--- src/hdl/jls_pkg.sv ---
// shared constants, codes and controller/datapath types of the jacobi solver
package jls_pkg;

  localparam int unsigned MaxRows  = 128;
  localparam int unsigned MaxCols  = 128;
  localparam int unsigned RowW     = $clog2(MaxRows);
  localparam int unsigned ColW     = $clog2(MaxCols);
  localparam int unsigned CellAddrW = RowW + ColW;
  localparam int unsigned MemAddrW = CellAddrW + 1;
  localparam int unsigned DataW    = 32;
  localparam int unsigned CountW   = 16;
  localparam int unsigned DimW     = 8;
  localparam int unsigned KindW    = 2;
  localparam int unsigned PaddrW   = 4;

  localparam logic [DimW-1:0] RowsReset  = DimW'(100);
  localparam logic [DimW-1:0] ColsReset  = DimW'(100);
  localparam logic [DataW-1:0] TolReset  = DataW'(17);
  localparam logic [CountW-1:0] LimReset = CountW'(100);

  typedef enum logic [KindW-1:0] {
    KIND_LOAD = 2'd0,
    KIND_READ = 2'd1,
    KIND_RUN  = 2'd2
  } kind_e;

  typedef enum logic [1:0] {
    REG_ROWS = 2'd0,
    REG_COLS = 2'd1,
    REG_TOL  = 2'd2,
    REG_LIM  = 2'd3
  } reg_e;

  typedef enum logic [2:0] {
    RD_ITEM = 3'd0,
    RD_C    = 3'd1,
    RD_L    = 3'd2,
    RD_R    = 3'd3,
    RD_U    = 3'd4,
    RD_D    = 3'd5
  } rd_sel_e;

  typedef struct packed {
    logic    rd_en;
    rd_sel_e rd_sel;
    logic    wr_item;
    logic    wr_copy;
    logic    wr_new;
    logic    center_ld;
    logic    acc_ld;
    logic    acc_add;
    logic    mag_ld;
    logic    big_upd;
    logic    cell_next;
    logic    run_start;
    logic    sweep_done;
    logic    sweep_again;
    logic    run_end;
    logic    rdv_ld;
    logic    rdv_clr;
  } cmd_t;

  typedef struct packed {
    logic interior;
    logic last_cell;
    logic more;
  } status_t;

endpackage

--- src/hdl/jls_ctrl.sv ---
// controller state machine sequencing transactions and sweeps
module jls_ctrl import jls_pkg::*; (
  input  logic             clk_i,
  input  logic             rst_ni,
  input  logic             in_valid_i,
  input  logic [KindW-1:0] in_kind_i,
  output logic             in_ready_o,
  output logic             out_valid_o,
  input  logic             out_ready_i,
  input  status_t          status_i,
  output cmd_t             cmd_o
);

  typedef enum logic [12:0] {
    ST_IDLE    = 13'b0000000000001,
    ST_ITEM_RD = 13'b0000000000010,
    ST_OUT     = 13'b0000000000100,
    ST_SW_C    = 13'b0000000001000,
    ST_SW_CP   = 13'b0000000010000,
    ST_SW_L    = 13'b0000000100000,
    ST_SW_R    = 13'b0000001000000,
    ST_SW_U    = 13'b0000010000000,
    ST_SW_D    = 13'b0000100000000,
    ST_SW_SUM  = 13'b0001000000000,
    ST_SW_WR   = 13'b0010000000000,
    ST_SW_MAX  = 13'b0100000000000,
    ST_SW_END  = 13'b1000000000000
  } state_e;

  state_e state_q, state_d;

  always_ff @(posedge clk_i or negedge rst_ni) begin
    if (!rst_ni) begin
      state_q <= ST_IDLE;
    end else begin
      state_q <= state_d;
    end
  end

  always_comb begin
    state_d     = state_q;
    cmd_o       = '0;
    cmd_o.rd_sel = RD_ITEM;
    in_ready_o  = 1'b0;
    out_valid_o = 1'b0;
    case (state_q)
      ST_IDLE: begin
        in_ready_o = 1'b1;
        if (in_valid_i) begin
          case (in_kind_i)
            KIND_LOAD: begin
              cmd_o.wr_item = 1'b1;
              cmd_o.rdv_clr = 1'b1;
              state_d       = ST_OUT;
            end
            KIND_READ: begin
              cmd_o.rd_en  = 1'b1;
              cmd_o.rd_sel = RD_ITEM;
              state_d      = ST_ITEM_RD;
            end
            KIND_RUN: begin
              cmd_o.run_start = 1'b1;
              cmd_o.rdv_clr   = 1'b1;
              state_d         = ST_SW_C;
            end
            default: begin
              cmd_o.rdv_clr = 1'b1;
              state_d       = ST_OUT;
            end
          endcase
        end
      end
      ST_ITEM_RD: begin
        cmd_o.rdv_ld = 1'b1;
        state_d      = ST_OUT;
      end
      ST_OUT: begin
        out_valid_o = 1'b1;
        if (out_ready_i) begin
          state_d = ST_IDLE;
        end
      end
      ST_SW_C: begin
        cmd_o.rd_en  = 1'b1;
        cmd_o.rd_sel = RD_C;
        state_d      = status_i.interior ? ST_SW_L : ST_SW_CP;
      end
      ST_SW_CP: begin
        cmd_o.wr_copy   = 1'b1;
        cmd_o.cell_next = 1'b1;
        state_d         = status_i.last_cell ? ST_SW_END : ST_SW_C;
      end
      ST_SW_L: begin
        cmd_o.rd_en     = 1'b1;
        cmd_o.rd_sel    = RD_L;
        cmd_o.center_ld = 1'b1;
        state_d         = ST_SW_R;
      end
      ST_SW_R: begin
        cmd_o.rd_en  = 1'b1;
        cmd_o.rd_sel = RD_R;
        cmd_o.acc_ld = 1'b1;
        state_d      = ST_SW_U;
      end
      ST_SW_U: begin
        cmd_o.rd_en   = 1'b1;
        cmd_o.rd_sel  = RD_U;
        cmd_o.acc_add = 1'b1;
        state_d       = ST_SW_D;
      end
      ST_SW_D: begin
        cmd_o.rd_en   = 1'b1;
        cmd_o.rd_sel  = RD_D;
        cmd_o.acc_add = 1'b1;
        state_d       = ST_SW_SUM;
      end
      ST_SW_SUM: begin
        cmd_o.acc_add = 1'b1;
        state_d       = ST_SW_WR;
      end
      ST_SW_WR: begin
        cmd_o.wr_new = 1'b1;
        cmd_o.mag_ld = 1'b1;
        state_d      = ST_SW_MAX;
      end
      ST_SW_MAX: begin
        cmd_o.big_upd   = 1'b1;
        cmd_o.cell_next = 1'b1;
        state_d         = status_i.last_cell ? ST_SW_END : ST_SW_C;
      end
      ST_SW_END: begin
        cmd_o.sweep_done = 1'b1;
        if (status_i.more) begin
          cmd_o.sweep_again = 1'b1;
          state_d           = ST_SW_C;
        end else begin
          cmd_o.run_end = 1'b1;
          state_d       = ST_OUT;
        end
      end
      default: begin
        state_d = ST_IDLE;
      end
    endcase
  end

endmodule

--- config.mk ---
export PLATFORM = sky130hd
export DESIGN_NAME = jls_ctrl
export DESIGN_NICKNAME = d
export VERILOG_FILES = /design/src/hdl/jls_pkg.sv /design/src/hdl/jls_ctrl.sv
export SDC_FILE = /design/constraint.sdc
export NUM_CORES = 1
export LEC_CHECK = 0
export BUFFER_PORTS_ARGS = -buffer_cell sky130_fd_sc_hd__buf_2
export CAP_MARGIN = 0
export CORE_MARGIN = 8
export CORE_UTILIZATION = 54
export CTS_CLUSTER_SIZE = 30
export DETAILED_ROUTE_END_ITERATION = 12
export GPL_TIMING_DRIVEN = 1
export PLACE_DENSITY = 0.83
export REMOVE_ABC_BUFFERS = 1
export SYNTH_ARGS = -nofsm -noshare
export SYNTH_HDL_FRONTEND = slang
export SYNTH_SLANG_ARGS = --single-unit
--- constraint.sdc ---
create_clock -name clk_i -period 4.9 [get_ports clk_i]
set_input_delay 0.98 -clock clk_i [delete_from_list [all_inputs] [get_ports clk_i]]
set_output_delay 0.98 -clock clk_i [all_outputs]
set_load 0.01 [all_outputs]
==> Word level (Yosys, flattened, before mapping) <==
Index checks and enable logic that the tools add are counted.
{ "totals": {"word_cells": 53, "in_bits": 9, "out_inout_bits": 21, "reg_bits": 13} }
{ "classes": {"reduce_logical": 4, "n_mux": 31, "n_eq_ne": 17} }
{ "ops": {"columns": ["operator", "n"], "rows": [
  ["$pmux W13 S12", 1],
  ["$mux W13", 3],
  ["$pmux W4 S6", 1],
  ["$mux W1", 20],
  ["$eq A13 B1 Y1 const B", 1],
  ["$eq A13 B10 Y1 const B", 1],
  ["$eq A13 B11 Y1 const B", 1],
  ["$eq A13 B12 Y1 const B", 1],
  ["$eq A13 B13 Y1 const B", 1],
  ["$eq A13 B2 Y1 const B", 1],
  ["$eq A13 B3 Y1 const B", 1],
  ["$eq A13 B4 Y1 const B", 1],
  ["$eq A13 B5 Y1 const B", 1],
  ["$eq A13 B6 Y1 const B", 1],
  ["$eq A13 B7 Y1 const B", 1],
  ["$eq A13 B8 Y1 const B", 1],
  ["$eq A13 B9 Y1 const B", 1],
  ["$mux W4", 2],
  ["$pmux W4 S2", 1],
  ["$mux W6", 1],
  ["$mux W5", 1],
  ["$ne A2 B2 Y1 const B", 2],
  ["$mux W3", 1],
  ["$reduce_or A3 Y1", 1],
  ["5 further kinds", 5]
]} }

==> Depth between registers and ports, before layout <==
Gate-level depths: netlist (run 1).
{ "depth": {"ltp_word": 4, "mapped_depth": 6, "ltp_nobuf": 5} }

==> Worst setup path before layout (run 1) <==
OpenSTA, ideal clock, no wires.
{ "synth_path": {"path_kind": "register -> output", "start": "register state_q[9]", "end": "output cmd_o[18] in the netlist's numbering", "path_stages_with_launch": 7, "t_arrival_ns": 1.852, "n_path_buf": 2, "required_time_ns": 3.920, "slack_ns": 2.068, "cell_sequence": "dfrtp_1 -> buf_6 -> or4_4 -> buf_6 -> nor4_2 -> or4_1 -> a31o_1"} }
{ "synth_rtl": {"columns": ["element", "line", "rtl"], "rows": [
  ["from (decl)", "jls_ctrl.sv:30", "state_e state_q, state_d;"],
  ["from (signal assigned)", "jls_ctrl.sv:36", "state_q <= state_d;"],
  ["to (decl)", "jls_ctrl.sv:11", "output cmd_t cmd_o"]
]} }

==> results.toml, run 1 <==
[outcome]
outcome = "complete, no violations"

[synth]
yosys_warnings = 0
synthDistinctLibCells = 43
synth_area_leaders = "dfrtp_1, ha_1, nor4_2, or4b_2, buf_6"
yosysMostFrequentCell = "dfrtp_1"
synth_area_per_cell_sq_um = 10.12
ys_seq_elements = 13
yosysTopAreaCellShare_pct = 29.38
synth_edf_count = 0
seq_area_frac_synth_pct = 31.95
synthArstFlopShare_pct = 100.0
synth_top_area_cell = "dfrtp_1"
synthTopCellsByCount = "dfrtp_1, inv_1, nor2_1, nor4_1, or4b_2"
synth_flop_cell = "dfrtp_1"
syn_inst = 101
synth_area_sq_mm = 0.001022

[power]
sw_frac_of_total_pct = 39.66
power_frac_seq_pct = 37.3
p_leak_nw = 0.6055
netSwitchingPower_mw = 0.1428
vdd.ir_drop.worst_v = 0.0003087
clockPowerShare_pct = 18.1
powerDensity_mw_per_mm2 = 306.3
p_comb_share_pct = 44.6
p_int_mw = 0.2172

[clocking]
clock_latency_ps = 270
clock_sinks = 13
cts_hold_buffers = 0
numCtsBuffers = 3
ctsResizeCount = 0
cts_tree = "done"
clk_pin_slew_worst_paths_ps = 80
cts_root_buf = "clkbuf_4"
cts_buffer_depth = 2
post_cts_buffers = 0
cts-htree-levels = 1

[final_layout]
fin_util_pct = 67.31
reg.largest.list = "state_q: 13 flops"
area_growth_pct = 14.93
nets = 142
instances_no_fill = 153
n_fill_cell = 144
regMostFlops = "state_q"
seq_area_sq_um = 326.6
largest_reg_flops = 13
drive_gt1_share_pct = 39.06
antenna_cells = 0
multiInputGateArea_sq_um = 623.1

[route]
drc = 0
drt-total-wl_mm = 2.528
viasPerCell = 5.922
ant_nets = 0
drtIter0Drc = 26
vias = 906
wl_per_cell_um = 16.52
dr.pass1.iters = 4

[die]
fp.dieW_um = 59.51
io-pin-count = 30
fp.dieH_um = 59.51
num_rows = 15
floorplan.initialDensity_pct = 58.57
core_sq_mm = 0.001745
dieArea_sq_mm = 0.003541

[sta]
fin_crit_ps = 3270
fmax_ghz = 0.3058
setup_tns_ps = 0
skew_ps = 1.776
slew_headroom_pct = 61.54
setup_viol = 0
finalCritPeriodShare_pct = 66.73
rsz0062_at_grt = "no"
setup_slack_ps = 1630
worst_pin_slew_ps = 577.0
hold_viol = 0
report.final.slew_viol_count = 0
hold_ws_ps = 584.7

[global_routing]
top_usage_layer = "met2"
use_met1_pct = 18.88
track_usage_pct = 14.95
gr-total-overflow = 0
antenna_found_initial = 0
grt_pass1_wl_mm = 4.112
use_met3_pct = 4.338
use_met2_pct = 23.88
grt_max_degree = 16
grt_pass1_vias = 896

[critical_path]
end_kind = "primary output"
rrSetupSlack_ps = 2880
crit_path_start = "state_q[5]"
required_ps = 3920
crit_fanout = 6
worstReg2RegEnd = "state_q[3]"
r2r_cells = 4
worstReg2RegStart = "state_q[5]"
cp-start-kind = "flop"
cp.arrival_ps = 2290
crit_type = "reg -> out"

[job]
maxCapViolations = 0

[placement]
pre_cts_ws_ps = 1920
place_hpwl_mm = 1.951
place_inst = 149
portBuffers = 29
place_congestion = 0.9254

[worst_hold_path]
hp-class = "in -> async"
worst max-delay path, stage by stage (launching register included):
cell and delay [ps]:
dfrtp_1 430, or4_1 680, nor4_1 490, or4_1 200, a31o_1 100, buf_2 120
metrics by stage:
stage	cell area (sq um)	power (mW)
floorplan	972.2	0.2483
global placement	1149	0.2889
detailed placement	1149	0.2945
CTS	1175	0.3616
global route	1175	0.3882
finish	1175	0.3599
per-layer routing:
metal / wire length (um) / part of all wire (%)
met1: 1120 / 44
met2: 1227 / 49
met3: 156 / 6.2
met4: 25 / 0.99
met5: 0 / 0
cells by family after synthesis:
group                    synth area share [%]
XOR/XNOR                                1.714
adder cells (fa/ha/maj)                 4.896
AO/OA/AOI/OAI                           9.180
buffers and inverters                   7.098
AND/OR/NAND/NOR                         45.17
flip-flops                              31.95
final cells by class:
cell class / count / area share [%]
Clock buffer: 4 / 2.236
Inverter: 6 / 1.917
Multi-Input combinational cell: 76 / 53.04
Sequential cell: 13 / 27.80
Tap cell: 25 / 2.662
Timing Repair Buffer: 29 / 12.35
worst max path at each step:
stage	endpoint	slack (ps)	depth (start not counted)
2_1_floorplan	cmd_o[18]	2130	4
3_3_place_gp	cmd_o[18]	1990	5
3_5_place_dp	cmd_o[18]	1920	5
4_1_cts	cmd_o[18]	1610	5
5_1_grt	cmd_o[18]	1440	5
6_report	cmd_o[18]	1630	5
placed cells by master (no fill, tap or decap), types with 2 or more instances in the layout:
cell,instances
nand2b_1,3
ha_1,4
inv_1,6
buf_2,29
xnor2_1,2
clkbuf_4,3
nor3_1,3
nand2_1,2
or2_1,3
nand4b_1,2
and3_1,3
or4_4,3
or4_1,2
nor4_1,5
nor4_2,4
nor2_1,6
or3_1,3
and2_1,4
and4b_1,3
or4b_2,5
dfrtp_1,12
power by group through the flow:
stage / clock network (mW) / registers, mW / logic [mW]
after floorplan: 0 / 0.132 / 0.116
after global routing: 0.0753 / 0.136 / 0.177
after detailed placement: 0 / 0.135 / 0.159
after global placement: 0 / 0.135 / 0.154
final: 0.0652 / 0.134 / 0.161
after CTS: 0.0670 / 0.134 / 0.161
Power figures use the tool's default switching activity.
==> inputs of run 2 (changes only) <==
--- a/config.mk
+++ b/config.mk
@@ -8,11 +8,11 @@
 export BUFFER_PORTS_ARGS = -buffer_cell sky130_fd_sc_hd__buf_2
 export CAP_MARGIN = 0
 export CORE_MARGIN = 8
-export CORE_UTILIZATION = 54
+export CORE_UTILIZATION = 46
 export CTS_CLUSTER_SIZE = 30
 export DETAILED_ROUTE_END_ITERATION = 12
 export GPL_TIMING_DRIVEN = 1
-export PLACE_DENSITY = 0.83
+export PLACE_DENSITY = 0.75
 export REMOVE_ABC_BUFFERS = 1
 export SYNTH_ARGS = -nofsm -noshare
 export SYNTH_HDL_FRONTEND = slang
==> constraint.sdc (replaced) <==
create_clock -name clk_i -period 2.97 [get_ports clk_i]
set_input_delay 0.594 -clock clk_i [delete_from_list [all_inputs] [get_ports clk_i]]
set_output_delay 0.594 -clock clk_i [all_outputs]
set_load 0.01 [all_outputs]
==> run 2 against run 1 <==
Net effect: total power is 66% higher; first-iteration DRC count is 35% higher; highest routed layer unchanged; sequential cell count stayed put; clock-buffer cell count stayed put; critical path depth stayed put; largest power group unchanged; worst setup slack worse by 1500 ps.
==> results.toml, run 2 (synthesis results as in run 1) <==
[clocking]
cts_tree = "done"
cts-htree-levels = 1
numCtsBuffers = 3
clock_sinks = 13
cts_hold_buffers = 0
clock_latency_ps = 280
cts_root_buf = "clkbuf_4"
clk_pin_slew_worst_paths_ps = 80
cts_buffer_depth = 2

[critical_path]
cp_top_family = "simple AND/OR/NAND/NOR gates"
critPathMaxStageDelay_ps = 700
cp_slowest_cell = "or4_1"
required_ps = 2380
r2r_cells = 4
crit_path_frequent_cell = "or4_1"
crit_type = "reg -> out"
critical_path_cell_count = 5
path_buf_inv = 1
cp-start-kind = "flop"
rrSetupSlack_ps = 890
worstReg2RegEnd = "state_q[3]"
worstReg2RegStart = "state_q[5]"
crit_end = "cmd_o[18]"
worstPathCellList = "or4_1, nor4_2, or4_1, a31o_1, buf_2"
end_kind = "primary output"
crit_fanout = 6
crit_path_start = "state_q[5]"
cp.arrival_ps = 2220

[global_routing]
gr-total-overflow = 0
antenna_found_initial = 0
track_usage_pct = 12.59
grt_pass1_vias = 911
grt_max_degree = 16
grt_pass1_wl_mm = 4.153

[route]
wl_met1_mm = 1.030
viasPerCell = 5.744
wl_met3_um = 110
ant_nets = 0
drtIter0Drc = 35
met2WireLength_mm = 1.320
dr.max_layer_used = "met4"
drt-total-wl_mm = 2.488
vias = 896
wl_per_cell_um = 15.95
drc = 0
dr.pass1.iters = 4

[placement]
pre_cts_ws_ps = 392.1
place_hpwl_mm = 1.984
post_dp_cell_area_sq_mm = 0.001152
place_congestion = 0.8029
portBuffers = 29

[final_layout]
largest_reg_flops = 13
antenna_cells = 0
nets = 142
regMostFlops = "state_q"
drive_gt1_share_pct = 39.84
layout_commonest_cell = "buf_2"
multiInputGateArea_sq_um = 629.4
area_growth_pct = 15.91
mostFrequentLayoutCells = "buf_2, dfrtp_1, inv_1, nor2_1"
reg.largest.list = "state_q: 13 flops"
final_area_sq_mm = 0.001185
seq_area_sq_um = 326.6
n_fill_cell = 203

[sta]
setup_slack_ps = 158.1
finalCritPeriodShare_pct = 94.68
skew_ps = 3.419
slew_headroom_pct = 60.06
rsz0062_at_grt = "no"
fmax_ghz = 0.3556
setup_tns_ps = 0
worst_pin_slew_ps = 599.2
report.final.slew_viol_count = 0
setup_viol = 0
fin_crit_ps = 2812
hold_ws_ps = 187.8
hold_viol = 0

[power]
p_total_mw = 0.5970
p_int_mw = 0.3588
p_leak_nw = 0.6067
clockPowerShare_pct = 18.5
sw_frac_of_total_pct = 39.89
netSwitchingPower_mw = 0.2381
powerDensity_mw_per_mm2 = 503.8
power_frac_seq_pct = 37.4
vdd.ir_drop.worst_v = 0.0002919
p_comb_share_pct = 44.1

[outcome]
outcome = "complete, no violations"

[worst_hold_path]
hp-class = "in -> async"

[die]
floorplan.initialDensity_pct = 47.58
num_rows = 17
io-pin-count = 30
core_sq_mm = 0.002148
fp.dieW_um = 63.14
dieArea_sq_mm = 0.003987
fp.dieH_um = 63.14

[job]
maxCapViolations = 0
## run 2: layout make-up
type | count | share of cell area [%]
Clock buffer | 4 | 2.218
Inverter | 6 | 1.901
Multi-Input combinational cell | 76 | 53.11
Sequential cell | 13 | 27.56
Tap cell | 28 | 2.957
Timing Repair Buffer | 29 | 12.25
## run 2: worst min path at each step
stage | endpoint | slack, ps | cells after the start
finish | state_q[11] | 190 | 1
global route | state_q[12] | 200 | 1
CTS | state_q[12] | 190 | 1
detailed placement | state_q[11] | 500 | 1
global placement | state_q[12] | 500 | 1
floorplan | state_q[10] | 300 | 0
## run 2: per-layer routing
| metal | up-vias | global-route usage, % |
|---|---|---|
| met5 | - | 0 |
| met4 | 0 | 4.843 |
| met3 | 2 | 3.887 |
| met2 | 19 | 23.05 |
| met1 | 433 | 12.99 |
| li1 | 442 | - |
## run 2: power groups by stage
stage | Clock, mW | Sequential, mW | Combinational (mW)
finish | 0.111 | 0.223 | 0.263
global route | 0.122 | 0.227 | 0.287
CTS | 0.115 | 0.222 | 0.263
global placement | 0 | 0.223 | 0.254
floorplan | 0 | 0.218 | 0.191
detailed placement | 0 | 0.225 | 0.261
## run 2: metrics by stage
| stage | utilization [%] | cells |
|---|---|---|
| floorplan | - | 95 |
| global placement | 53.64 | 152 |
| detailed placement | 53.64 | 152 |
| CTS | 54.86 | 156 |
| global route | 55.15 | 156 |
| finish | 55.15 | 156 |
## run 2: timing repair
action / CTS / global route
resized for setup: 0 / 1
endpoints found under the setup margin: 0 / 1
buffers inserted: 0 / 0
## run 2: worst reg2reg max path, cell delays in order (launching register included)
cell and delay [ps]:
dfrtp_1 430, or4_1 700, or4_4 610, nor2_1 160
a311oi_2 70
==> inputs of run 3 (changes only) <==
--- a/config.mk
+++ b/config.mk
@@ -11,7 +11,7 @@
 export CORE_UTILIZATION = 46
 export CTS_CLUSTER_SIZE = 30
 export DETAILED_ROUTE_END_ITERATION = 12
-export GPL_TIMING_DRIVEN = 1
+export GPL_TIMING_DRIVEN = 0
 export PLACE_DENSITY = 0.75
 export REMOVE_ABC_BUFFERS = 1
 export SYNTH_ARGS = -nofsm -noshare
==> run 3 against run 2 <==
Net effect: sequential cell count is the same; sequential power barely moved; wire length shrank 1.1%; largest power group unchanged; critical path depth decreased by 1; combinational power about the same; highest routed layer unchanged; clock power increased by 5%; hold slack worse by 3.7 ps; design area rose by 0.74%; total power is 0.98% higher.
==> results.toml, run 3 (synthesis results as in run 1) <==
[sta]
skew_ps = 6.118
report.final.slew_viol_count = 0
fin_crit_ps = 2847
setup_viol = 0
hold_viol = 0
finalCritPeriodShare_pct = 95.85
fmax_ghz = 0.3513
setup_tns_ps = 0
slew_headroom_pct = 55.77
worst_pin_slew_ps = 663.4

[route]
drt-total-wl_mm = 2.460
dr.pass1.iters = 4
wl_met3_um = 112
drtIter0Drc = 14
ant_nets = 0
drc = 0
vias = 912
dr.max_layer_used = "met4"
viasPerCell = 5.846
wl_per_cell_um = 15.77
wl_met1_mm = 1.089
met2WireLength_mm = 1.193

[clocking]
ctsResizeCount = 0
cts_buffer_depth = 2
cts_root_buf = "clkbuf_4"
clock_latency_ps = 280
clk_pin_slew_worst_paths_ps = 90
cts-htree-levels = 1
clock_sinks = 13
cts_hold_buffers = 0
post_cts_buffers = 0
cts_tree = "done"
numCtsBuffers = 3

[worst_hold_path]
hp-class = "in -> async"

[final_layout]
mostFrequentLayoutCells = "buf_2, dfrtp_1, inv_1, nor2_1, or4b_2"
area_growth_pct = 16.77
drive_gt1_share_pct = 39.84
nets = 142
layout_commonest_cell = "buf_2"
n_fill_cell = 200
instances_no_fill = 156
fin_util_pct = 55.56
largest_reg_flops = 13
reg.largest.list = "state_q: 13 flops"
regMostFlops = "state_q"
antenna_cells = 0

[die]
dieArea_sq_mm = 0.003987
num_rows = 17
floorplan.initialDensity_pct = 47.58
core_sq_mm = 0.002148
io-pin-count = 30
fp.dieW_um = 63.14
fp.dieH_um = 63.14

[critical_path]
cp.arrival_ps = 2250
cp_slowest_cell = "or4_1"
end_kind = "primary output"
crit_fanout = 6
critPathMaxStageDelay_ps = 730
cp_top_family = "simple AND/OR/NAND/NOR gates"
worstPathCellList = "or4_1, or4_4, inv_1, buf_2"
path_buf_inv = 2
crit_type = "reg -> out"
critical_path_cell_count = 4
cp-start-kind = "flop"
r2r_cells = 4
required_ps = 2380

[power]
vdd.ir_drop.worst_v = 0.0003004
powerDensity_mw_per_mm2 = 505.0
p_leak_nw = 0.6072

[placement]
place_hpwl_mm = 1.904
portBuffers = 29
place_congestion = 0.7820
place_inst = 152

[global_routing]
grt_pass1_vias = 956
grt_max_degree = 16
track_usage_pct = 13.01
antenna_found_initial = 0
grt_pass1_wl_mm = 4.381
gr-total-overflow = 0

[job]
maxCapViolations = 0

[outcome]
outcome = "complete, no violations"
-- run 3: cell type report --
cell class              count  area (sq um)  area share [%]
clock buffers               4         26.28           2.201
repair buffers             29         145.1           12.16
well taps                  28         35.03           2.935
flip-flops and latches     13         326.6           27.36
inverters                   6         22.52           1.887
multi-input cells          76         638.1           53.46
-- run 3: power by group --
group | internal (mW) | switching [mW] | leakage (nW)
combinational | 0.107 | 0.157 | 0.415
clock | 0.0522 | 0.0643 | 0.0150
sequential | 0.201 | 0.0221 | 0.177
-- run 3: metal layers --
metal	GRT usage (%)	vias up
li1	-	441
met1	15.38	440
met2	20.61	25
met3	3.710	6
met4	7.123	0
met5	0	-
-- run 3: through the flow --
stage / hold WS, ps / area, sq um / setup slack, ps / power, mW
6_report: 184.1 / 1194 / 123.1 / 0.6028
5_1_grt: 190.2 / 1194 / -2.612 / 0.6499
4_1_cts: 192.4 / 1179 / 3.301 / 0.6027
3_5_place_dp: 506.4 / 1152 / 327.8 / 0.4859
3_3_place_gp: 497.4 / 1152 / 341.8 / 0.4792
2_1_floorplan: 298.4 / 972.2 / 584.9 / 0.4097
-- run 3: path summary, 6_finish.rpt --
| check | start | to | slack, ps |
|---|---|---|---|
| min in group clk_i | status_i[2] | state_q[4] | 460 |
| worst min-delay path | rst_ni | state_q[12] | 180 |
| max in group asynchronous | rst_ni | state_q[0] | 2490 |
| worst max register to register | state_q[5] | state_q[3] | 880 |
| worst max-delay path | state_q[5] | out_valid_o | 120 |
| worst min register to register | state_q[0] | state_q[3] | 630 |
